### src/rtl/core/glq_pkg.sv
// ----------------------------------------------------------------------------
// glq_pkg: shared types and constants for the glyph quad layout block
// Command format between front and back, status codes, register indexes,
// queue and divider sizing, and the 16-bit saturation helper.
// ----------------------------------------------------------------------------
package glq_pkg;

    localparam int GLYPH_COUNT = 256;
    localparam int GLYPH_AW    = $clog2(GLYPH_COUNT);

    localparam logic [7:0] NEWLINE_CODE = 8'd10;

    localparam int QUEUE_DEPTH = 2;
    localparam int QPTR_W      = (QUEUE_DEPTH > 1) ? $clog2(QUEUE_DEPTH) : 1;
    localparam int QCNT_W      = $clog2(QUEUE_DEPTH + 1);

    localparam logic [16:0] Q16_ONE = 17'h10000;

    // quotient bits retired per divider cycle, after the leading bit
    localparam int DIV_RADIX_BITS = 4;
    localparam int DIV_STEPS      = 16 / DIV_RADIX_BITS;
    localparam int DIV_CNT_W      = (DIV_STEPS > 1) ? $clog2(DIV_STEPS) : 1;

    localparam logic [1:0] CFG_LINE_HEIGHT  = 2'd0;
    localparam logic [1:0] CFG_ATLAS_WIDTH  = 2'd1;
    localparam logic [1:0] CFG_ATLAS_HEIGHT = 2'd2;

    typedef enum logic [1:0] {
        ACT_STORE  = 2'd0,
        ACT_LAYOUT = 2'd1,
        ACT_START  = 2'd2,
        ACT_UNUSED = 2'd3
    } t_action;

    typedef enum logic [2:0] {
        ST_STORED       = 3'd0,
        ST_QUAD         = 3'd1,
        ST_LINE_BREAK   = 3'd2,
        ST_NOTHING      = 3'd3,
        ST_CURSOR_RESET = 3'd4
    } t_status;

    typedef enum logic [2:0] {
        K_STORED  = 3'd0,
        K_START   = 3'd1,
        K_NEWLINE = 3'd2,
        K_GLYPH   = 3'd3,
        K_NONE    = 3'd4
    } t_kind;

    typedef struct packed {
        logic [11:0] atlas_x;
        logic [11:0] atlas_y;
        logic [7:0]  width;
        logic [7:0]  height;
        logic [7:0]  off_x;
        logic [7:0]  off_y;
        logic [7:0]  advance;
    } t_glyph;

    typedef struct packed {
        t_kind  kind;
        t_glyph glyph;
    } t_cmd;

    typedef struct packed {
        logic [7:0]  line_height;
        logic [12:0] atlas_width;
        logic [12:0] atlas_height;
    } t_cfg;

    function automatic logic [15:0] sat16(input logic signed [17:0] v);
        logic [15:0] r;
        if (v > 18'sd32767) begin
            r = 16'h7fff;
        end else if (v < -18'sd32768) begin
            r = 16'h8000;
        end else begin
            r = v[15:0];
        end
        return r;
    endfunction

endpackage

### src/rtl/core/glq_queue.sv
// ----------------------------------------------------------------------------
// glq_queue: short command queue between front and back
// Lets the front keep taking items while the back works on a glyph.
// ----------------------------------------------------------------------------
module glq_queue (
    input  logic          i_clk,
    input  logic          i_rst_n,
    input  logic          i_push,
    input  glq_pkg::t_cmd i_cmd,
    output logic          o_full,
    input  logic          i_pop,
    output logic          o_empty,
    output glq_pkg::t_cmd o_head
);
    import glq_pkg::*;

    t_cmd              r_slot [QUEUE_DEPTH];
    logic [QPTR_W-1:0] r_wptr;
    logic [QPTR_W-1:0] r_rptr;
    logic [QCNT_W-1:0] r_cnt;

    function automatic logic [QPTR_W-1:0] ptr_inc(input logic [QPTR_W-1:0] p);
        logic [QPTR_W-1:0] r;
        r = (p == QPTR_W'(QUEUE_DEPTH - 1)) ? '0 : p + 1'b1;
        return r;
    endfunction

    assign o_full  = (r_cnt == QCNT_W'(QUEUE_DEPTH));
    assign o_empty = (r_cnt == '0);
    assign o_head  = r_slot[r_rptr];

    always_ff @(posedge i_clk) begin
        if (!i_rst_n) begin
            r_wptr <= '0;
            r_rptr <= '0;
            r_cnt  <= '0;
        end else begin
            if (i_push) begin
                r_wptr <= ptr_inc(r_wptr);
            end
            if (i_pop) begin
                r_rptr <= ptr_inc(r_rptr);
            end
            case ({i_push, i_pop})
                2'b10:   r_cnt <= r_cnt + 1'b1;
                2'b01:   r_cnt <= r_cnt - 1'b1;
                default: r_cnt <= r_cnt;
            endcase
        end
    end

    always_ff @(posedge i_clk) begin
        if (i_push) begin
            r_slot[r_wptr] <= i_cmd;
        end
    end

endmodule

### config.mk
export PLATFORM = sky130hd
export DESIGN_NAME = glq_queue
export DESIGN_NICKNAME = d
export VERILOG_FILES = /design/src/rtl/core/glq_pkg.sv /design/src/rtl/core/glq_queue.sv
export SDC_FILE = /design/constraint.sdc
export NUM_CORES = 1
export LEC_CHECK = 0
export BUFFER_PORTS_ARGS = -buffer_cell sky130_fd_sc_hd__clkbuf_2
export CAP_MARGIN = 20
export CORE_UTILIZATION = 35
export CTS_CLUSTER_SIZE = 14
export DETAILED_ROUTE_END_ITERATION = 10
export GPL_ROUTABILITY_DRIVEN = 0
export GPL_TIMING_DRIVEN = 0
export HOLD_SLACK_MARGIN = 0.02
export PLACE_DENSITY_LB_ADDON = 0.12
export SLEW_MARGIN = 10
export SYNTH_ARGS = -nofsm -noshare
export SYNTH_HDL_FRONTEND = slang
export SYNTH_SLANG_ARGS = --single-unit
### constraint.sdc
create_clock -name i_clk -period 5.7 [get_ports i_clk]
set_input_delay 1.71 -clock i_clk [delete_from_list [all_inputs] [get_ports i_clk]]
set_output_delay 1.71 -clock i_clk [all_outputs]
set_load 0.01 [all_outputs]
Yosys cells after proc, flatten, opt, wreduce, memory -nomap -nowiden --
Memory sizes are Yosys's and may differ from the RTL's. A register that Yosys moved wholly into a read port is not among the register bits. Index checks and enable logic that the tools add are counted.
Operators by class: multiply operators 0, reductions and logical operators 2, shift-type cells 0, mux-type cells 7, div/mod/pow operators 0, equal/unequal tests 3, bitwise logic cells 0, add/sub/neg operators 4, magnitude comparators 0
Operators with widths (number):
- two-way mux 1 bit | 6
- == test 2 bit, second input constant | 2
- one-hot mux 2 bit (2 select lines) | 1
- adder 1 bit, second input constant | 2
- adder 2 x 1 -> 2 bit, second input constant | 1
- == test 2 x 1 -> 1 bit, second input constant | 1
- zero test 2 bit | 1
- nonzero test 2 bit | 1
- subtractor 2 x 1 -> 2 bit, second input constant | 1
Storage, ports and cells: RAM bits 134, memories kept 1, bits in read-only memories 0, input port bits 71, latch bits 0, register bits after elaboration 4
Memories:
- r_slot | depth 2, width 67, read ports 1, clocked after memory_dff 1, write ports 1, RTL line glq_queue.sv:17 | t_cmd r_slot [QUEUE_DEPTH];

Logic depth before layout (Yosys ltp) --
Gate-level depths: netlist of run 1.
depth after elaboration 4, mapped depth 5

Worst setup path after synthesis of run 1 --
Ideal clock, no wire load.
path kind input to register, start point input i_push, end point memory r_slot[0][0] in the netlist's numbering, enable pin, cell stages on the path 2, setup time 0.496 ns, path slack 0.596 ns, path buffers 0, arrival 4.609 ns, cell sequence inv_1 > nor2_1
Between the ends: cells in the longest elaborated chain, start to end 2
Ends and longest elaborated chain:
- start, declared | RTL line glq_queue.sv:8 | input logic i_push,
- two-way mux 1 bit | RTL line glq_queue.sv:53 | if (i_push) begin
- two-way mux 1 bit (implied by the code) | RTL line glq_queue.sv:54 | r_slot[r_wptr] <= i_cmd;
- end, declared | RTL line glq_queue.sv:17
Every way passes these cells.

==> results of run 1 <==
-- cells by family (layout without fill, tap and decap cells) --
kind of cell             count (synthesis)  after routing  synth area share
AND/OR/NAND/NOR                          9              9            0.0107
AO/OA/AOI/OAI                            3              3           0.00397
buffers and inverters                    8            182           0.00968
XOR/XNOR                                 3              3           0.00521
adder cells (fa/ha/maj)                  1              1           0.00248
flip-flops                             139            139             0.818
multiplexers                            67             67             0.150
-- worst paths after layout --
kind	end	cells past startpoint	slack, ns
setup / recovery	o_head[28]	4	2.26
hold reg to reg	r_cnt[1]$_SDFFE_PN0P_	2	0.52
hold / removal	r_cnt[1]$_SDFFE_PN0P_	2	0.52
setup reg to reg	r_slot[1][26]$_DFFE_PP_	2	4.20
-- area by class of cell --
type,instances,area share
Timing Repair Buffer,142,0.115
Sequential cell,139,0.625
Clock inverter,9,0.00929
Clock buffer,23,0.0770
Inverter,1,0.000569
Buffer,7,0.00682
Tap cell,180,0.0341
Multi-Input combinational cell,83,0.133
-- layer usage --
layer | up-vias | share of wire | global-route usage
li1 | 1226 | - | -
met1 | 1276 | 0.41 | 0.133
met2 | 98 | 0.48 | 0.202
met3 | 8 | 0.094 | 0.0721
met4 | 0 | 0.011 | 0.0556
met5 | - | 0 | 0
-- power groups by stage --
stage,Clock [W],Sequential [W],Combinational [W]
after global routing,0.00109,0.00120,0.000257
after floorplan,0,0.00121,0.000132
after CTS,0.00105,0.00119,0.000242
final,0.00102,0.00119,0.000235
after detailed placement,0,0.00121,0.000241
after global placement,0,0.00122,0.000232
-- state kept, by name, indices dropped and copies added, names as in the netlist, named ones only --
register and flops:
r_slot 134, r_rptr 1, r_wptr 1, r_cnt 2
-- placed cells by master (no fill, tap or decap) --
cell and count:
xnor2_1 2, a21boi_1 1, or3_1 1, buf_2 3
inv_6 1, nor2_4 1, buf_12 3, clkinvlp_4 5
xor2_1 1, and2_1 3, clkbuf_16 17, and2b_2 1
clkbuf_8 6, inv_1 1, ha_1 1, clkinv_2 3
buf_4 4, o21a_1 1, dfxtp_1 5, nor2_1 1
o21ai_0 1, nor2b_1 1, and2_4 1, mux2_2 67
edfxtp_1 134, clkbuf_2 139
-- through the flow --
| stage | std cells | worst slack, ns |
|---|---|---|
| floorplan | 230 | 0.596 |
| global route | 584 | 2.15 |
| CTS | 584 | 2.18 |
| detailed placement | 552 | 2.63 |
| finish | 584 | 2.26 |
| global placement | 549 | -1.45 |
-- worst reg2reg max path, cell delays in order, from the launching register on --
cell and delay [ns]:
dfxtp_1 0.38, and2_4 0.49, buf_12 0.29
==> results.sh, run 1 <==
export IMPL_fmax_ghz=0.290
export IMPL_ys_seq_area_frac=0.818
export IMPL_peakVddDrop_mv=0.238
export IMPL_cts_hold_buf=0
export IMPL_multi_input_area_sq_um=877
export IMPL_critical_path_top_delay_family="buffers and inverters"
export IMPL_fillers=1225
export IMPL_skew_ns=0.00498
export IMPL_finalHoldViolations=0
export IMPL_cts_buffers=17
export IMPL_cellPowerDensity_mw_per_mm2=371
export IMPL_hpwl_mm=5.95
export IMPL_slowest_stage="dfxtp_1"
export IMPL_comb_power_share=0.096
export IMPL_drv_cap=0
export IMPL_antenna_found_initial=0
export IMPL_maxSlewHeadroom=0.579
export IMPL_path_clk_slew_ns=0.06
export IMPL_die_w_um=122
export IMPL_ioPinCount=140
export IMPL_synthDistinctLibCells=17
export IMPL_crit_path_start_kind="register"
export IMPL_grt_pass1_wl_mm=13.3
export IMPL_outcome="complete, no violations"
export IMPL_vias=2608
export IMPL_drtPass1Iterations=4
export IMPL_clock_sinks=139
export IMPL_end_kind="primary output"
export IMPL_hp_start="r_cnt[1]$_SDFFE_PN0P_"
export IMPL_start_util=0.360
export IMPL_yosys_warnings=0
export IMPL_synthTopCellsByCount="134 x edfxtp_1, 67 x mux2_2, 5 x dfxtp_1"
export IMPL_crit_arrival_ns=1.73
export IMPL_coreArea_sq_mm=0.0140
export IMPL_drtIter0Drc=98
export IMPL_power_w=0.00245
export IMPL_cts_resized_gates=0
export IMPL_power_frac_clock=0.417
export IMPL_clk_latency_ns=0.41
export IMPL_tightest_slew_ns=0.629
export IMPL_slew_viol_final=0
export IMPL_switching_share=0.216
export IMPL_io_buffers=139
export IMPL_routedWlPerCell_um=15.3
export IMPL_period_needed_ns=3.44
export IMPL_htree_num_levels=4
export IMPL_grt_overflow_total=0
export IMPL_cpMostUsedCell="buf_4"
export IMPL_postPlaceCellArea_sq_mm=0.00603
export IMPL_critPathMaxFanout=10
export IMPL_track_usage=0.125
export IMPL_antenna_cells=0
export IMPL_rsz0062_at_grt="no"
export IMPL_final_seq_area_sq_mm=0.00412
export IMPL_netlist_instances=230
export IMPL_num_rows=43
export IMPL_synth_edf_count=134
export IMPL_r2r_start="r_wptr$_SDFFE_PN0P_"
export IMPL_cts_tree="done"
export IMPL_p_switching_w=0.000530
export IMPL_layout_nets=463
export IMPL_grt_pass1_vias=2657
export IMPL_drcViolationCount=0
export IMPL_finalSetupViolations=0
export IMPL_p_seq_frac=0.487
export IMPL_ys_async_sr_fraction=0
export IMPL_worst_setup_path_type="register to primary output"
export IMPL_leakage_nw=2.51
export IMPL_ant_nets=0
export IMPL_drt_total_wl_mm=8.96
export IMPL_setup_tns_final_ns=0
export IMPL_grt_max_degree=35
export IMPL_final_util=0.472
export IMPL_final_layout_size_suffix_gt1_frac=0.621
export IMPL_hold_path_class="register to register"
export IMPL_intPower_w=0.00192
export IMPL_ys_ff_latch=139
export IMPL_slowest_delay_ns=0.39
export IMPL_cp_num_buf_inv=3
export IMPL_die_h_um=122
export IMPL_yosysTopAreaCell="edfxtp_1"
export IMPL_root_buffer="clkbuf_16"
export IMPL_netlist_top_cells_area="edfxtp_1 80%, mux2_2 15%, dfxtp_1 2.0%"
export IMPL_cts_setup_buffers=0
export IMPL_die_area_sq_mm=0.0149
export IMPL_viasPerCell=4.47
export IMPL_cp_required_ns=3.99
export IMPL_whs_ns=0.517
export IMPL_synth_top_cell_area_share=0.798
export IMPL_syn_area_per_cell_sq_um=21.9
export IMPL_clockBufferDepth=2
export IMPL_synthesis_nets=302
export IMPL_syn_area_sq_mm=0.00504
export IMPL_crit_path_cell_trace="buf_4 -> buf_4 -> mux2_2 -> clkbuf_2"
export IMPL_area_delta_synth_final_pct=31.0
export IMPL_period_share=0.604
export IMPL_dominantRegCellSynth="edfxtp_1"
export IMPL_fin_area_sq_mm=0.00660
export IMPL_post_synth_top_count_cell="edfxtp_1"
Power figures use the tool's default switching activity.
==> run 2: changes to the inputs <==
- clock period: 5.7 -> 2.8 ns (I/O delays scaled with it)
==> run 2 against run 1 <==
Die area unchanged; worst hold slack better by 0.0022 ns; cell area grew 0.63%; first-iteration DRC count unchanged; sequential power rose by 100%; via count increased by 1.8%; combinational power grew 110%; highest routed layer unchanged; worst setup slack lost 2.0 ns; clock skew is 0.0011 ns higher; flip-flop and latch count unchanged; global-route usage up 0.19 points; critical path type unchanged.
==> results.sh, run 2 (synthesis gave the netlist of run 1 again) <==
export IMPL_hold_path_class="register to register"
export IMPL_slew_viol_final=0
export IMPL_cpMostUsedCell="buf_4"
export IMPL_drcViolationCount=0
export IMPL_final_seq_area_sq_mm=0.00412
export IMPL_cp_num_buf_inv=3
export IMPL_min_path_cells=2
export IMPL_grt_max_degree=36
export IMPL_postPlaceCellArea_sq_mm=0.00606
export IMPL_hpwl_mm=6.08
export IMPL_ant_nets=0
export IMPL_worst_setup_path_type="register to primary output"
export IMPL_critical_path_top_delay_family="buffers and inverters"
export IMPL_drtPass1Iterations=4
export IMPL_grt_overflow_total=0
export IMPL_switching_share=0.210
export IMPL_grt_pass1_wl_mm=13.6
export IMPL_path_clk_slew_ns=0.06
export IMPL_grt_pass1_vias=2781
export IMPL_cts_tree="done"
export IMPL_crit_path_start_kind="register"
export IMPL_outcome="complete, no violations"
export IMPL_clk_latency_ns=0.41
export IMPL_viasPerCell=4.54
export IMPL_critical_path_cell_count=4
export IMPL_leakage_nw=2.52
export IMPL_clockBufferDepth=2
export IMPL_cts_setup_buffers=0
export IMPL_crit_path_cell_trace="buf_4 -> buf_4 -> mux2_2 -> clkbuf_2"
export IMPL_crit_arrival_ns=1.75
export IMPL_intPower_w=0.00402
export IMPL_layout_commonest_cell="clkbuf_2"
export IMPL_io_buffers=139
export IMPL_tightest_slew_ns=0.493
export IMPL_slowest_stage="dfxtp_1"
export IMPL_final_layout_size_suffix_gt1_frac=0.612
export IMPL_reg_largest_list="r_slot x134, r_cnt x2"
export IMPL_largest_register="r_slot"
export IMPL_antenna_cells=0
export IMPL_period_needed_ns=2.59
export IMPL_vias=2655
export IMPL_multi_input_area_sq_um=877
export IMPL_root_buffer="clkbuf_16"
export IMPL_drt_total_wl_mm=8.96
export IMPL_routedWlPerCell_um=15.3
export IMPL_critPathMaxFanout=10
export IMPL_mostFrequentLayoutCells="139 x clkbuf_2, 134 x edfxtp_1, 67 x mux2_2"
export IMPL_fillers=1270
export IMPL_maxSlewHeadroom=0.671
export IMPL_finalHoldViolations=0
export IMPL_clock_sinks=139
export IMPL_period_share=0.926
export IMPL_final_util=0.475
export IMPL_fmax_ghz=0.386
export IMPL_fin_area_sq_mm=0.00664
export IMPL_die_area_sq_mm=0.0149
export IMPL_slowest_delay_ns=0.39
export IMPL_largest_reg_flops=134
export IMPL_htree_num_levels=4
export IMPL_die_h_um=122
export IMPL_peakVddDrop_mv=0.371
export IMPL_area_delta_synth_final_pct=31.8
export IMPL_drv_cap=0
export IMPL_cts_buffers=17
export IMPL_finalSetupViolations=0
export IMPL_p_switching_w=0.00107
export IMPL_antenna_found_initial=0
export IMPL_layout_nets=464
export IMPL_drtIter0Drc=98
export IMPL_power_frac_clock=0.428
export IMPL_num_rows=43
export IMPL_p_seq_frac=0.477
export IMPL_cts_hold_buf=0
export IMPL_reg2regPathDepth=2
export IMPL_end_kind="primary output"
export IMPL_comb_power_share=0.096
export IMPL_ioPinCount=140
export IMPL_cellPowerDensity_mw_per_mm2=767
export IMPL_die_w_um=122
export IMPL_rsz0062_at_grt="no"
export IMPL_start_util=0.360
export IMPL_coreArea_sq_mm=0.0140
export IMPL_cts_resized_gates=0
export IMPL_track_usage=0.127
export IMPL_skew_ns=0.00609
export IMPL_cp_required_ns=1.96
run 2: changes by cell type in the layout (fill, tap and decap cells not counted), sizes merged:
cell,delta
inv,-1
clkbuf,-5
bufinv,+3
clkinv,+3
buf,+1
run 2: final timing paths:
path | endpoint | startpoint | slack, ns
min reg2reg | r_cnt[1]$_SDFFE_PN0P_ | r_cnt[1]$_SDFFE_PN0P_ | 0.52
min | r_cnt[1]$_SDFFE_PN0P_ | r_cnt[1]$_SDFFE_PN0P_ | 0.52
max | o_head[38] | register | 0.21
max reg2reg | r_slot[1][50]$_DFFE_PP_ | r_wptr$_SDFFE_PN0P_ | 1.30
run 2: stage by stage:
step                power [W]  setup WS (ns)  hold slack [ns]  cells  setup TNS [ns]
CTS                   0.00517          0.130            0.525    585               0
floorplan             0.00274          0.492            0.466    230               0
global placement      0.00294         -0.282            0.482    549          -18.76
global route          0.00529         0.0905            0.561    585               0
detailed placement    0.00297          0.595            0.516    553               0
finish                0.00509          0.207            0.519    585               0
run 2: power by group through the flow:
stage	Sequential (W)	Clock [W]	Combinational (W)
after floorplan	0.00247	0	0.000271
after global placement	0.00247	0	0.000473
after detailed placement	0.00247	0	0.000498
after CTS	0.00243	0.00224	0.000501
after global routing	0.00244	0.00232	0.000532
final	0.00243	0.00218	0.000487
run 2: tightest hold or removal path, stage by stage, from the launching register on:
cell and delay (ns):
dfxtp_1 0.33, o21ai_0 0.08, a21boi_1 0.07
run 2: layout make-up:
cell class / instances / area share
sequential: 139 / 0.621
multi-input combinational: 83 / 0.132
timing repair buffer: 143 / 0.118
clock buffer: 18 / 0.0646
tap: 180 / 0.0339
clock inverter: 14 / 0.0232
buffer: 7 / 0.00678
inverter: 1 / 0.000565
run 2: layer usage:
layer,track usage,part of all wire,vias to the layer above
li1,-,-,1234
met1,0.132,0.39,1299
met2,0.208,0.49,105
met3,0.0623,0.096,17
met4,0.0741,0.024,0
met5,0,0,-
