**src/rtl/core/glq_pkg.sv**
```systemverilog
// ----------------------------------------------------------------------------
// glq_pkg: shared types and constants for the glyph quad layout block
// Command format between front and back, status codes, register indexes,
// queue and divider sizing, and the 16-bit saturation helper.
// ----------------------------------------------------------------------------
package glq_pkg;

    localparam int GLYPH_COUNT = 256;
    localparam int GLYPH_AW    = $clog2(GLYPH_COUNT);

    localparam logic [7:0] NEWLINE_CODE = 8'd10;

    localparam int QUEUE_DEPTH = 2;
    localparam int QPTR_W      = (QUEUE_DEPTH > 1) ? $clog2(QUEUE_DEPTH) : 1;
    localparam int QCNT_W      = $clog2(QUEUE_DEPTH + 1);

    localparam logic [16:0] Q16_ONE = 17'h10000;

    // quotient bits retired per divider cycle, after the leading bit
    localparam int DIV_RADIX_BITS = 4;
    localparam int DIV_STEPS      = 16 / DIV_RADIX_BITS;
    localparam int DIV_CNT_W      = (DIV_STEPS > 1) ? $clog2(DIV_STEPS) : 1;

    localparam logic [1:0] CFG_LINE_HEIGHT  = 2'd0;
    localparam logic [1:0] CFG_ATLAS_WIDTH  = 2'd1;
    localparam logic [1:0] CFG_ATLAS_HEIGHT = 2'd2;

    typedef enum logic [1:0] {
        ACT_STORE  = 2'd0,
        ACT_LAYOUT = 2'd1,
        ACT_START  = 2'd2,
        ACT_UNUSED = 2'd3
    } t_action;

    typedef enum logic [2:0] {
        ST_STORED       = 3'd0,
        ST_QUAD         = 3'd1,
        ST_LINE_BREAK   = 3'd2,
        ST_NOTHING      = 3'd3,
        ST_CURSOR_RESET = 3'd4
    } t_status;

    typedef enum logic [2:0] {
        K_STORED  = 3'd0,
        K_START   = 3'd1,
        K_NEWLINE = 3'd2,
        K_GLYPH   = 3'd3,
        K_NONE    = 3'd4
    } t_kind;

    typedef struct packed {
        logic [11:0] atlas_x;
        logic [11:0] atlas_y;
        logic [7:0]  width;
        logic [7:0]  height;
        logic [7:0]  off_x;
        logic [7:0]  off_y;
        logic [7:0]  advance;
    } t_glyph;

    typedef struct packed {
        t_kind  kind;
        t_glyph glyph;
    } t_cmd;

    typedef struct packed {
        logic [7:0]  line_height;
        logic [12:0] atlas_width;
        logic [12:0] atlas_height;
    } t_cfg;

    function automatic logic [15:0] sat16(input logic signed [17:0] v);
        logic [15:0] r;
        if (v > 18'sd32767) begin
            r = 16'h7fff;
        end else if (v < -18'sd32768) begin
            r = 16'h8000;
        end else begin
            r = v[15:0];
        end
        return r;
    endfunction

endpackage

```
**src/rtl/core/glq_div.sv**
```systemverilog
// ----------------------------------------------------------------------------
// glq_div: iterative texture coordinate divider
// Computes min(texel * 65536 / size, 65536) with a zero size taken as one,
// several quotient bits per cycle.
// ----------------------------------------------------------------------------
module glq_div (
    input  logic        i_clk,
    input  logic        i_rst_n,
    input  logic        i_start,
    input  logic [12:0] i_texel,
    input  logic [12:0] i_size,
    output logic        o_done,
    output logic [16:0] o_coord
);
    import glq_pkg::*;

    logic                 r_busy;
    logic                 r_done;
    logic [DIV_CNT_W-1:0] r_cnt;
    logic [12:0]          r_d;
    logic [12:0]          r_rem;
    logic [15:0]          r_q;
    logic                 r_q16;
    logic                 r_ovf;

    logic [12:0] w_d;
    logic        w_ovf;
    logic        w_ge;
    logic [12:0] w_rem0;
    logic [12:0] w_step_rem;
    logic [15:0] w_step_q;
    logic        w_last;
    logic [16:0] w_full;

    assign w_d    = (i_size == '0) ? 13'd1 : i_size;
    // quotient reaches 2^17 exactly when texel >= 2 * size
    assign w_ovf  = ({1'b0, i_texel} >= {w_d, 1'b0});
    assign w_ge   = (i_texel >= w_d);
    assign w_rem0 = w_ovf ? '0 : (w_ge ? i_texel - w_d : i_texel);
    assign w_last = r_busy && (r_cnt == DIV_CNT_W'(DIV_STEPS - 1));

    always_comb begin
        logic [13:0] t;
        logic [12:0] rem;
        logic [15:0] q;
        rem = r_rem;
        q   = r_q;
        for (int i = 0; i < DIV_RADIX_BITS; i++) begin
            t = {rem, 1'b0};
            if (t >= {1'b0, r_d}) begin
                rem = 13'(t - {1'b0, r_d});
                q   = {q[14:0], 1'b1};
            end else begin
                rem = t[12:0];
                q   = {q[14:0], 1'b0};
            end
        end
        w_step_rem = rem;
        w_step_q   = q;
    end

    always_ff @(posedge i_clk) begin
        if (!i_rst_n) begin
            r_busy <= 1'b0;
            r_done <= 1'b0;
            r_cnt  <= '0;
        end else begin
            r_done <= w_last;
            if (i_start) begin
                r_busy <= 1'b1;
                r_cnt  <= '0;
            end else if (r_busy) begin
                r_cnt <= r_cnt + 1'b1;
                if (w_last) begin
                    r_busy <= 1'b0;
                end
            end
        end
    end

    always_ff @(posedge i_clk) begin
        if (i_start) begin
            r_d   <= w_d;
            r_rem <= w_rem0;
            r_q   <= '0;
            r_q16 <= w_ge;
            r_ovf <= w_ovf;
        end else if (r_busy) begin
            r_rem <= w_step_rem;
            r_q   <= w_step_q;
        end
    end

    assign w_full  = {r_q16, r_q};
    assign o_done  = r_done;
    assign o_coord = (r_ovf || w_full > Q16_ONE) ? Q16_ONE : w_full;

endmodule

```
**src/rtl/core/glq_back.sv**
```systemverilog
// ----------------------------------------------------------------------------
// glq_back: execution side of the glyph quad layout block
// Keeps the cursor, builds quads and texture coordinates, and holds the
// result register of the output channel.
// ----------------------------------------------------------------------------
module glq_back (
    input  logic          i_clk,
    input  logic          i_rst_n,
    input  glq_pkg::t_cfg i_cfg,
    input  logic          i_empty,
    input  glq_pkg::t_cmd i_head,
    output logic          o_pop,
    output logic          o_valid,
    input  logic          i_stall,
    output logic [2:0]    o_status,
    output logic [15:0]   o_left,
    output logic [15:0]   o_top,
    output logic [15:0]   o_right,
    output logic [15:0]   o_bottom,
    output logic [16:0]   o_u_left,
    output logic [16:0]   o_v_top,
    output logic [16:0]   o_u_right,
    output logic [16:0]   o_v_bottom,
    output logic [15:0]   o_pen_x
);
    import glq_pkg::*;

    typedef enum logic [3:0] {
        S_IDLE = 4'b0001,
        S_EVAL = 4'b0010,
        S_DIV  = 4'b0100,
        S_OUT  = 4'b1000
    } t_state;

    t_state      r_state;
    t_state      n_state;
    t_cmd        r_cmd;
    logic [1:0]  r_sel;
    logic [16:0] r_tex [4];
    logic [15:0] r_pen_col;
    logic [15:0] r_pen_row;
    logic [15:0] n_pen_col;
    logic [15:0] n_pen_row;

    logic        r_ovalid;
    t_status     r_status;
    logic [15:0] r_left, r_top, r_right, r_bottom, r_pen_x;
    logic [16:0] r_u_left, r_v_top, r_u_right, r_v_bottom;

    t_status     n_status;
    logic [15:0] n_left, n_top, n_right, n_bottom;
    logic [16:0] n_u_left, n_v_top, n_u_right, n_v_bottom;

    logic        w_out_free;
    logic        w_draw;
    logic        w_div_start;
    logic        w_div_done;
    logic [1:0]  w_div_sel;
    logic [12:0] w_texel;
    logic [12:0] w_size;
    logic [16:0] w_coord;

    logic [17:0] w_l, w_t, w_r, w_b, w_col_adv, w_row_lh;

    assign w_out_free = !r_ovalid || !i_stall;
    assign o_pop      = (r_state == S_IDLE) && !i_empty;
    assign w_draw     = (r_cmd.kind == K_GLYPH)
                        && ((r_cmd.glyph.width | r_cmd.glyph.height) != '0);
    assign w_div_sel  = (r_state == S_EVAL) ? 2'd0 : r_sel + 2'd1;
    assign w_div_start = ((r_state == S_EVAL) && w_draw)
                         || ((r_state == S_DIV) && w_div_done && (r_sel != 2'd3));

    always_comb begin
        case (w_div_sel)
            2'd0:    w_texel = {1'b0, r_cmd.glyph.atlas_x};
            2'd1:    w_texel = {1'b0, r_cmd.glyph.atlas_y};
            2'd2:    w_texel = {1'b0, r_cmd.glyph.atlas_x} + {5'b0, r_cmd.glyph.width};
            default: w_texel = {1'b0, r_cmd.glyph.atlas_y} + {5'b0, r_cmd.glyph.height};
        endcase
    end
    assign w_size = w_div_sel[0] ? i_cfg.atlas_height : i_cfg.atlas_width;

    glq_div u_div (
        .i_clk   (i_clk),
        .i_rst_n (i_rst_n),
        .i_start (w_div_start),
        .i_texel (w_texel),
        .i_size  (w_size),
        .o_done  (w_div_done),
        .o_coord (w_coord)
    );

    // quad corners and cursor moves, exact in 18 bits before saturation
    assign w_l = {{2{r_pen_col[15]}}, r_pen_col} + {{10{r_cmd.glyph.off_x[7]}}, r_cmd.glyph.off_x};
    assign w_t = {{2{r_pen_row[15]}}, r_pen_row} + {{10{r_cmd.glyph.off_y[7]}}, r_cmd.glyph.off_y};
    assign w_r = w_l + {10'b0, r_cmd.glyph.width};
    assign w_b = w_t + {10'b0, r_cmd.glyph.height};
    assign w_col_adv = {{2{r_pen_col[15]}}, r_pen_col} + {10'b0, r_cmd.glyph.advance};
    assign w_row_lh  = {{2{r_pen_row[15]}}, r_pen_row} + {10'b0, i_cfg.line_height};

    always_comb begin
        n_status   = ST_NOTHING;
        n_left     = '0;
        n_top      = '0;
        n_right    = '0;
        n_bottom   = '0;
        n_u_left   = '0;
        n_v_top    = '0;
        n_u_right  = '0;
        n_v_bottom = '0;
        n_pen_col  = r_pen_col;
        n_pen_row  = r_pen_row;
        case (r_cmd.kind)
            K_STORED: begin
                n_status = ST_STORED;
            end
            K_START: begin
                n_status  = ST_CURSOR_RESET;
                n_pen_col = '0;
                n_pen_row = '0;
            end
            K_NEWLINE: begin
                n_status  = ST_LINE_BREAK;
                n_pen_col = '0;
                n_pen_row = sat16($signed(w_row_lh));
            end
            K_GLYPH: begin
                n_pen_col = sat16($signed(w_col_adv));
                if (w_draw) begin
                    n_status   = ST_QUAD;
                    n_left     = sat16($signed(w_l));
                    n_top      = sat16($signed(w_t));
                    n_right    = sat16($signed(w_r));
                    n_bottom   = sat16($signed(w_b));
                    n_u_left   = r_tex[0];
                    n_v_top    = r_tex[1];
                    n_u_right  = r_tex[2];
                    n_v_bottom = r_tex[3];
                end
            end
            default: begin
                n_status = ST_NOTHING;
            end
        endcase
    end

    always_comb begin
        n_state = r_state;
        case (r_state)
            S_IDLE:  if (o_pop) n_state = S_EVAL;
            S_EVAL:  n_state = w_draw ? S_DIV : S_OUT;
            S_DIV:   if (w_div_done && r_sel == 2'd3) n_state = S_OUT;
            S_OUT:   if (w_out_free) n_state = S_IDLE;
            default: n_state = S_IDLE;
        endcase
    end

    always_ff @(posedge i_clk) begin
        if (!i_rst_n) begin
            r_state   <= S_IDLE;
            r_ovalid  <= 1'b0;
            r_pen_col <= '0;
            r_pen_row <= '0;
        end else begin
            r_state <= n_state;
            if (r_state == S_OUT && w_out_free) begin
                r_ovalid  <= 1'b1;
                r_pen_col <= n_pen_col;
                r_pen_row <= n_pen_row;
            end else if (!i_stall) begin
                r_ovalid <= 1'b0;
            end
        end
    end

    always_ff @(posedge i_clk) begin
        if (o_pop) begin
            r_cmd <= i_head;
        end
        if (r_state == S_EVAL) begin
            r_sel <= 2'd0;
        end else if (r_state == S_DIV && w_div_done) begin
            r_tex[r_sel] <= w_coord;
            r_sel        <= r_sel + 2'd1;
        end
        if (r_state == S_OUT && w_out_free) begin
            r_status   <= n_status;
            r_left     <= n_left;
            r_top      <= n_top;
            r_right    <= n_right;
            r_bottom   <= n_bottom;
            r_u_left   <= n_u_left;
            r_v_top    <= n_v_top;
            r_u_right  <= n_u_right;
            r_v_bottom <= n_v_bottom;
            r_pen_x    <= n_pen_col;
        end
    end

    assign o_valid    = r_ovalid;
    assign o_status   = r_status;
    assign o_left     = r_left;
    assign o_top      = r_top;
    assign o_right    = r_right;
    assign o_bottom   = r_bottom;
    assign o_u_left   = r_u_left;
    assign o_v_top    = r_v_top;
    assign o_u_right  = r_u_right;
    assign o_v_bottom = r_v_bottom;
    assign o_pen_x    = r_pen_x;

    a_div_done_in_div: assert property (@(posedge i_clk) disable iff (!i_rst_n)
        w_div_done |-> r_state == S_DIV)
        else $error("divider finished outside of the divide phase");

    a_pop_to_eval: assert property (@(posedge i_clk) disable iff (!i_rst_n)
        o_pop |=> r_state == S_EVAL)
        else $error("popped command not evaluated");

    a_hold_when_blocked: assert property (@(posedge i_clk) disable iff (!i_rst_n)
        r_state == S_OUT && !w_out_free |=> r_state == S_OUT && $stable(r_pen_col))
        else $error("result issued while output register busy");

    a_tex_zero_no_quad: assert property (@(posedge i_clk) disable iff (!i_rst_n)
        r_ovalid && r_status != ST_QUAD |-> r_u_left == '0 && r_v_top == '0
            && r_u_right == '0 && r_v_bottom == '0 && r_left == '0)
        else $error("quad fields set on a result without a quad");

    a_pen_nonneg: assert property (@(posedge i_clk) disable iff (!i_rst_n)
        !r_pen_col[15] && !r_pen_row[15])
        else $error("cursor went negative");

endmodule

```
**config.mk**
```make
export PLATFORM = sky130hd
export DESIGN_NAME = glq_back
export DESIGN_NICKNAME = d
export VERILOG_FILES = /design/src/rtl/core/glq_pkg.sv /design/src/rtl/core/glq_div.sv /design/src/rtl/core/glq_back.sv
export SDC_FILE = /design/constraint.sdc
export NUM_CORES = 1
export LEC_CHECK = 0
export BUFFER_PORTS_ARGS = -buffer_cell sky130_fd_sc_hd__buf_2
export CORE_MARGIN = 2
export CORE_UTILIZATION = 45
export DETAILED_ROUTE_END_ITERATION = 16
export PLACE_DENSITY = 0.65
export SLEW_MARGIN = 20
export SYNTH_ARGS = -nofsm -noshare
export SYNTH_HDL_FRONTEND = slang
export SYNTH_SLANG_ARGS = --single-unit
```
**constraint.sdc**
```tcl
create_clock -name i_clk -period 15.6 [get_ports i_clk]
set_clock_uncertainty 0.15 [all_clocks]
set_input_delay 3.12 -clock i_clk [delete_from_list [all_inputs] [get_ports i_clk]]
set_output_delay 3.12 -clock i_clk [all_outputs]
set_load 0.01 [all_outputs]
```
* Word-level counts from Yosys, hierarchy flattened
Memory sizes are Yosys's and may differ from the RTL's. A register that Yosys moved wholly into a read port is not among the register bits.
Cells that the tools add are included.
** Storage, ports and cells
- Register bits after elaboration :: 237
- Bits in writable memories :: 68
- Input bits :: 105
- Output and inout port bits :: 153
- Word-level logic and storage cells :: 165
- Memories :: 1
** Cells by class
- Add/sub/neg operators :: 15
- Order comparisons :: 19
- Equal/unequal tests :: 16
- Mux-type cells :: 46
- Bitwise logic cells :: 4
- Reduce and logical (&&, ||, !) cells :: 33
** Memories
- r_tex :: depth 4, width 17, read ports 4, clocked after Yosys merged registers in 4, write ports 1, line glq_back.sv:39 : logic [16:0] r_tex [4];
** Operators with widths (count)
- two-way mux 13 bit :: 10
- two-way mux 16 bit :: 8
- greater-than comparator 17 x 16 -> 1 bit, second input constant :: 4
- < comparator 17 x 16 -> 1 bit, second input constant :: 4
- subtractor 13 bit :: 5
- one-hot mux 16 bit (2 select lines) :: 2
- two-way mux 15 bit :: 4
- greater-or-equal comparator 14 x 13 -> 1 bit :: 4
- one-hot mux 13 bit (3 select lines) :: 1
- adder 17 x 9 -> 18 bit :: 2
- greater-than comparator 18 x 16 -> 1 bit, second input constant :: 2
- < comparator 18 x 16 -> 1 bit, second input constant :: 2
- adder 16 x 8 -> 17 bit :: 2
- adder 16 x 9 -> 17 bit :: 2
- adder 12 x 8 -> 13 bit :: 2
- greater-than comparator 17 bit, second input constant :: 1
- two-way mux 17 bit :: 1
- two-way mux 4 bit :: 4
- one-hot mux 4 bit (4 select lines) :: 1
- greater-or-equal comparator 13 x 14 -> 1 bit :: 1
- greater-or-equal comparator 13 bit :: 1
- zero test 13 bit :: 1
- two-way mux 1 bit :: 12
- one-hot mux 3 bit (4 select lines) :: 1
- 25 further kinds :: 56

* Longest topological paths before layout
Gate-level depths: netlist of the first run.
- Depth after elaboration :: 10
- Gate-level depth with buffers :: 42
- Gate-level depth less buffers :: 38

* By module
A second synthesis of the first run with hierarchy kept.
** Second synthesis, totals
- Cell total of the unflattened synthesis :: 2044
- Area total of the unflattened synthesis :: 22188.8 µm²
** By module, submodules not included
- glq_back :: instances 1, cells each 1389, area each 16458.3 µm², seq. area each 9369.0 µm²
- glq_div :: instances 1, cells each 655, area each 5730.5 µm², seq. area each 1241.2 µm²

* Worst setup path after synthesis of the first run
Ideal clock, no wire load.
- Path type :: in2out
- From :: input i_empty
- To :: output o_pop
- Data arrival time :: 9.915 ns
- Required time :: 12.330 ns
- Path slack :: 2.415 ns
- Stages on the path :: 1
- Path buffers :: 0
- Path through :: nor4_1
** On the way
- Longest elaborated chain between the ends :: 2
** RTL lines
- start: declaration :: line glq_back.sv:10 : input logic i_empty,
- zero test 1 bit :: line glq_back.sv:66 : assign o_pop = (r_state == S_IDLE) && !i_empty;
- logical AND 1 bit :: line glq_back.sv:66
- end: declaration :: line glq_back.sv:12 : output logic o_pop,
Every way passes these cells.

* Worst setup path in the final report of the first run
- From :: register u_div.r_d[0]
- To :: register u_div.r_rem[11] (data pin)
** On the way
- Longest elaborated chain between the ends :: 10
- Elaborated cells between the ends (all ways) :: 14
- Classes of those cells :: 4 x add/sub; 4 x order compare; 6 x mux
** RTL lines
- start: declaration :: line glq_div.sv:20 : logic [12:0] r_d;
- start signal: assignment :: line glq_div.sv:83 : r_d <= w_d;
- subtractor 13 bit or greater-or-equal comparator 14 x 13 -> 1 bit (tied branches) :: line glq_div.sv:51, glq_div.sv:50
- two-way mux 13 bit :: line glq_div.sv:50 : if (t >= {1'b0, r_d}) begin
- subtractor 13 bit or greater-or-equal comparator 14 x 13 -> 1 bit (tied branches) :: line glq_div.sv:51, glq_div.sv:50
- two-way mux 13 bit :: line glq_div.sv:50
- subtractor 13 bit or greater-or-equal comparator 14 x 13 -> 1 bit (tied branches) :: line glq_div.sv:51, glq_div.sv:50
- two-way mux 13 bit :: line glq_div.sv:50
- subtractor 13 bit or greater-or-equal comparator 14 x 13 -> 1 bit (tied branches) :: line glq_div.sv:51, glq_div.sv:50
- two-way mux 13 bit (*) :: line glq_div.sv:50
- two-way mux 13 bit (*) :: line glq_div.sv:88 : end else if (r_busy) begin
- two-way mux 13 bit (*) :: line glq_div.sv:82 : if (i_start) begin
- end signal: assignment :: line glq_div.sv:84 : r_rem <= w_rem0;
- end signal: assignment :: line glq_div.sv:89 : r_rem <= w_step_rem;
- end: declaration :: line glq_div.sv:21 : logic [12:0] r_rem;
Every way passes the cells marked *; elsewhere a longest branch is shown, timed or not. The select of a mux whose other input is x is not followed.
A chain may end at the register's enable or synchronous reset.

==> results of run 1 <==
[power by group through the flow]
stage	Combinational, mW	Sequential [mW]	Clock (mW)
3_3_place_gp	0.317	1.15	0
4_1_cts	0.325	1.13	0.972
3_5_place_dp	0.323	1.15	0
6_report	0.327	1.13	0.949
2_1_floorplan	0.239	1.14	0
5_1_grt	0.362	1.13	1.00
[logic make-up after synthesis]
group	count (synthesis)
muxes	68
and+or+nand+nor	596
DFF	373
AOI/OAI and AO/OA	558
buffers and inverters	171
adders and majority gates	169
xor gates and xnor gates	117
[Yosys cell counts (all sizes together) (29+ instances only)]
cell / n / share of area [%]
nor3: 34 / 0.81
nor2: 146 / 2.5
o21ai: 102 / 2.3
nand3: 42 / 0.94
inv: 97 / 1.6
and2: 29 / 0.82
ha: 159 / 8.9
xor2: 38 / 1.5
and3: 93 / 2.6
edfxtp: 314 / 42
a21oi: 154 / 3.5
dfxtp: 59 / 5.3
a21o: 52 / 1.8
xnor2: 79 / 3.1
clkbuf: 58 / 0.98
mux2i: 45 / 2.0
o21a: 38 / 1.3
nand2: 109 / 1.9
[final timing paths]
path,endpoint,cells past startpoint
setup / recovery,u_div.r_rem[11],32
hold reg to reg,u_div.r_cnt[1],2
setup reg to reg,u_div.r_rem[11],32
hold / removal,u_div.r_cnt[1],2
[critical path: cells and delay by family (launching register included)]
family | cells | cell delay (ns)
AOI/OAI and AO/OA | 18 | 4.03
and+or+nand+nor | 6 | 1.88
adders and majority gates | 4 | 1.55
muxes | 2 | 0.75
DFF | 1 | 0.53
buffers and inverters | 2 | 0.48
[placed cells by master (no fill, tap or decap), drive strengths merged, types with 13 or more instances in the layout]
| cell | instances |
|---|---|
| dfxtp | 59 |
| inv | 103 |
| a211oi | 18 |
| xor2 | 38 |
| xnor2 | 79 |
| ha | 159 |
| o22ai | 14 |
| and3 | 93 |
| a21o | 52 |
| edfxtp | 314 |
| mux2 | 23 |
| a31oi | 21 |
| clkinv | 17 |
| nor2 | 146 |
| o21bai | 19 |
| mux2i | 45 |
| o21ai | 102 |
| clkbuf | 47 |
| or3 | 13 |
| nand4 | 24 |
| nand2b | 25 |
| nor3 | 34 |
| o21a | 38 |
| nand2 | 109 |
| nor2b | 20 |
| o211ai | 17 |
| a21oi | 154 |
| and2 | 29 |
| buf | 270 |
| o211a | 14 |
| nand3 | 42 |
[stage by stage]
stage	instances	hold slack (ns)	cell area (um2)	util (%)
2_1_floorplan	2052	0.315	22300	-
3_3_place_gp	2914	0.330	24200	49.5
6_report	2991	0.352	25500	52.3
4_1_cts	2989	0.360	25500	52.2
3_5_place_dp	2914	0.350	24200	49.5
5_1_grt	2991	0.369	25500	52.3
[metal layers]
metal	vias to the layer above	part of all wire [%]	global-route usage (%)
met5	-	0.017	0
met4	2	3.3	8.34
met3	110	5.9	3.25
met2	566	45	35.1
met1	8270	46	32.0
li1	8259	-	-
[final cells by class]
type                    count  area [um2]  area share, %
multi-input cells        1508       11000           43.1
flip-flops and latches    373       10600           41.6
repair buffers            270        1380           5.42
clock buffers              47        1060           4.15
well taps                 664         831           3.25
inverters                  99         377           1.48
clock inverters            28         255           1.00
diodes                      2        5.00         0.0196
[state kept, by name, summed over array words and instances (netlist names), 17 cells and up]
signal,flops
r_cmd,67
o_u_left,17
r_tex,68
o_u_right,17
o_v_top,17
o_v_bottom,17
==> out/qor.txt, run 1 <==
R2R Setup Slk = 5.94 ns
Final nets = 2567
Static Leak = 10.8 nW
Simple-gate share of the synthesized area = 14.1%
Max-slew violations = 0
Die X = 226 um
CTS max path bufs = 3
Final ANT Viol Nets = 0
Final hold violation count = 0
Multiplexer share of the synthesized area = 3.22%
Clock network fraction of total power = 39.4%
Clk slew on worst S/H paths = 0.07 ns
Cells after Synth = 2052
Crit-path max FO = 15
Worst-Margin Slew = 1.05 ns
Critical Path Source = u_div.r_d[0]
First-pass DRT Iterations = 5
# DRC = 0
Overall Global Routing Usage = 22.6%
HP Class = flip-flop to flip-flop
Slew margin rel. = 29.1%
Hold Startpoint = u_div.r_cnt[1]
Asr flop ratio synth = 0%
YS warnings = 0
Seq pwr share = 47.0%
CTS root buf = clkbuf_16
Compound-Gate Fraction of Synth Area = 17.5%
Fin crit share = 61.9%
Clk_lat worst skew = 0.58 ns
CTS tree = done
Crit-path most repeated cell = ha_1
Yosys reg bits = 373
Adder-Cell Fraction of Synth Area = 9.84%
Seq/Total Area, Yosys = 47.7%
Setup Buffers After CTS = 0
Port bufs = 257
Mapped Nets = 2326
Tmin final = 9.66 ns
Starting Density = 45.6%
Initial antenna violation count = 3
CP Class = flip-flop to flip-flop
Max cap viols = 0
Vias in the first global route = 16500
Post-Syn Area = 22300 um2
Drt via density = 5.75
CP Launch Type = flip-flop
Setup crit end kind = flip-flop
CTS Hold Bufs = 0
Slowest cell delay on critical path = 0.57 ns
Internal power = 1.77 mW
Worst vdd ir = 0.0861 mV
Setup TNS = 0 ns
Fmax = 103 MHz
Global-route wire length before repair = 90400 um
# IOs = 258
Fill cells = 4439
RSZ-0062 raised after global routing = false
GRT overflow = 0
WL per Instance = 19.6 um
Gpl congestion = 0.921
Prevailing post-synth register cell = edfxtp_1
Combinational family with the most area after synthesis = compound AO/OA/AOI/OAI gates
HPWL Detailed = 43800 um
Setup violators final = 0
Syn Area/Cell = 10.8 um2
Layout area overhead = 14.7%
CP required = 15.74 ns
Row cnt = 81
Slowest cell on crit path = or4b_4
Library cells used by synthesis = 110
Initial DRC Count = 1231
Share of cells above drive strength 1 = 17.7%
Detailed Route WL = 58600 um
Pwr Density = 94.3 nW/um2
H-Tree Depth = 2
Clock sink count = 373
Largest net degree at the start of global routing = 102
DIE HEIGHT = 226 um
Via count = 17200
Status = completed
TritonCTS buffer count = 41
Post-synth EDFFs = 314
Pre-CTS WS = 6.08 ns
Total Power = 2.41 mW
WP data arrival = 9.80 ns
Sw Share = 26.3%
R2R Path Start = u_div.r_d[0]
Net Switching = 634 uW
Setup ws final = 5.94 ns
CTS-repair resized insts = 0
Die area = 51200 um2
Xor and xnor area share after synthesis = 4.64%
Gate power share = 13.6%
Core area = 48800 um2
Note: power is estimated with default switching activity, not from simulation.
==> run 2: changes to the inputs <==
--- a/config.mk
+++ b/config.mk
@@ -5,6 +5,7 @@
 export SDC_FILE = /design/constraint.sdc
 export NUM_CORES = 1
 export LEC_CHECK = 0
+export ABC_AREA = 1
 export BUFFER_PORTS_ARGS = -buffer_cell sky130_fd_sc_hd__buf_2
 export CORE_MARGIN = 2
 export CORE_UTILIZATION = 45
==> constraint.sdc (replaced) <==
create_clock -name i_clk -period 9.5 [get_ports i_clk]
set_clock_uncertainty 0.15 [all_clocks]
set_input_delay 1.9 -clock i_clk [delete_from_list [all_inputs] [get_ports i_clk]]
set_output_delay 1.9 -clock i_clk [all_outputs]
set_load 0.01 [all_outputs]
==> run 2 against run 1 <==
Effect of this change:
- worst hold slack lost 0.0022 ns
- first-iteration DRC count grew 13%
- die area up 3.1%
- design area up 3.2%
- non-clock buffer count down 6
- power grew to 3.0 times the previous value
- area after synthesis increased by 3.2%
- core utilization rose by 0.16 points
- combinational power grew to 10 times the previous value
- critical path type unchanged
==> out/qor.txt, run 2 <==
Status = completed
Crit-path most repeated cell = nand2_1
Tmin final = 8.64 ns
Detailed Route WL = 62400 um
Largest area contributor in the synthesized netlist = edfxtp_1
Clk_lat worst skew = 0.58 ns
Core area = 50300 um2
Post-Layout Cell Count = 3655
CTS max path bufs = 3
TritonCTS buffer count = 41
Crit path max-delay family = simple AND/OR/NAND/NOR gates
Pre-CTS WS = 0.957 ns
WP data arrival = 8.81 ns
Layout area overhead = 14.8%
Slowest cell on crit path = a21boi_2
Setup TNS = 0 ns
Largest net degree at the start of global routing = 96
CTS-repair resized insts = 0
R2R Setup Slk = 0.86 ns
# DRC = 0
Clk slew on worst S/H paths = 0.06 ns
Hold Startpoint = r_pen_row[7]
Row cnt = 82
Initial antenna violation count = 9
Worst r2r dst = u_div.r_rem[7]
Seq/Total Area, Yosys = 46.2%
Prevailing post-synth register cell = edfxtp_1
First-pass DRT Iterations = 6
WL per Instance = 17.1 um
Most common cell after layout, fill and taps aside = nand2_1
Fin crit share = 91.0%
Setup violators final = 0
Mapped Nets = 2967
Post-synth EDFFs = 314
Regs by FF count = r_tex: 68 flops, r_cmd: 67 flops
Worst-Margin Slew = 1.14 ns
HPWL Detailed = 47900 um
Final hold violation count = 0
Top cells by instance count after synthesis = nand2_1 (611), inv_1 (396), edfxtp_1 (314)
Largest register FFs = 68
Via count = 19000
Static Leak = 12.2 nW
Area contributors post-synth = edfxtp_1 (41%), nand2_1 (10%), ha_1 (8.7%)
DP Cell Count = 3575
Share of cells above drive strength 1 = 13.6%
Asr flop ratio synth = 0%
CP Buf/Inv Count = 9
Hold-critical path depth = 2
CTS root buf = clkbuf_16
GRT overflow = 0
Worst vdd ir = 0.159 mV
Commonest cells after routing, fill and taps aside = nand2_1 (610), inv_1 (395), edfxtp_1 (314), buf_2 (257), nor2_1 (232)
Count leader, synth = nand2_1
Crit-path max FO = 20
Worst hold slack = 0.350 ns
Overall Global Routing Usage = 23.1%
Gpl congestion = 0.959
Fmax = 116 MHz
CP required = 9.67 ns
Clock sink count = 373
Vias in the first global route = 18300
RSZ-0062 raised after global routing = false
Pwr Density = 270 nW/um2
Biggest register = r_tex
Port bufs = 257
CP Class = flip-flop to flip-flop
Slowest cell delay on critical path = 0.47 ns
Setup crit end kind = flip-flop
YS warnings = 0
HP Class = flip-flop to flip-flop
Final nets = 3220
Library cells used by synthesis = 57
Yosys reg bits = 373
Worst reg2reg path depth = 51
Syn Area/Cell = 8.53 um2
Die X = 230 um
Post-Syn Area = 23000 um2
Synth top area share = 41.1%
Setup ws final = 0.859 ns
CTS tree = done
Cells after Synth = 2693
CTS Hold Bufs = 0
# IOs = 258
Drt via density = 5.18
Setup Buffers After CTS = 0
Slew margin rel. = 23.7%
Die area = 52800 um2
Hold Crit Endpoint = r_pen_row[7]
Max-slew violations = 0
H-Tree Depth = 2
DIE HEIGHT = 230 um
Final ANT Viol Nets = 0
Initial DRC Count = 1397
Max cap viols = 0
Starting Density = 45.7%
R2R Path Start = u_div.r_d[8]
CP Launch Type = flip-flop
Global-route wire length before repair = 96800 um
==> run 2: power by group <==
group	leakage (nW)	internal (mW)	switching (mW)
logic	8.16	1.13	2.18
clock network	0.693	0.982	0.677
registers	3.38	2.04	0.113
==> run 2: cells by family after synthesis <==
kind of cell / share of synthesized area, %
simple gates: 21.0
buf+inv: 7.78
compound gates: 11.0
flops: 46.2
fa+ha+maj: 9.54
xor+xnor: 4.42
mux: 0.0872
==> run 2: stage by stage <==
stage	instance area [um2]	power [mW]	util, %
4_1_cts	26300	7.13	52.4
3_3_place_gp	24900	5.42	49.5
5_1_grt	26300	7.65	52.4
3_5_place_dp	24900	5.46	49.5
2_1_floorplan	23000	4.65	-
6_report	26300	7.13	52.4
==> run 2: worst max path at each step <==
stage                             start              to  depth (start not counted)  slack [ns]
after global placement     u_div.r_d[9]  u_div.r_rem[2]                         51        1.19
after floorplan            u_div.r_d[1]  u_div.r_rem[5]                         52        2.54
after global routing      u_div.r_d[10]  u_div.r_rem[4]                         49        0.12
after CTS                  u_div.r_d[9]  u_div.r_rem[4]                         49        0.95
final                      u_div.r_d[8]  u_div.r_rem[7]                         51        0.86
after detailed placement   u_div.r_d[9]  u_div.r_rem[4]                         49        0.96
==> run 2: layout make-up <==
| class | count | area [um2] |
|---|---|---|
| clock inverter | 21 | 290 |
| multi-input combinational | 1862 | 10600 |
| tap | 672 | 841 |
| inverter | 404 | 1520 |
| sequential | 373 | 10600 |
| clock buffer | 55 | 1130 |
| timing repair buffer | 264 | 1340 |
| antenna | 4 | 10.0 |
| fill | 4800 | 23900 |
==> run 2: tightest hold or removal path: cells and delay by family, from the launching register on <==
family	cells	cell delay (ns)
AO/OA/AOI/OAI	1	0.06
AND/OR/NAND/NOR	1	0.07
flip-flops	1	0.32
==> run 2: metal layers <==
layer / global-route usage (%) / up-vias / part of all wire (%)
met5: 0 / - / 0.095
met4: 7.22 / 10 / 2.9
met3: 3.58 / 121 / 5.2
met2: 39.8 / 509 / 48
met1: 29.8 / 8787 / 44
li1: - / 9524 / -
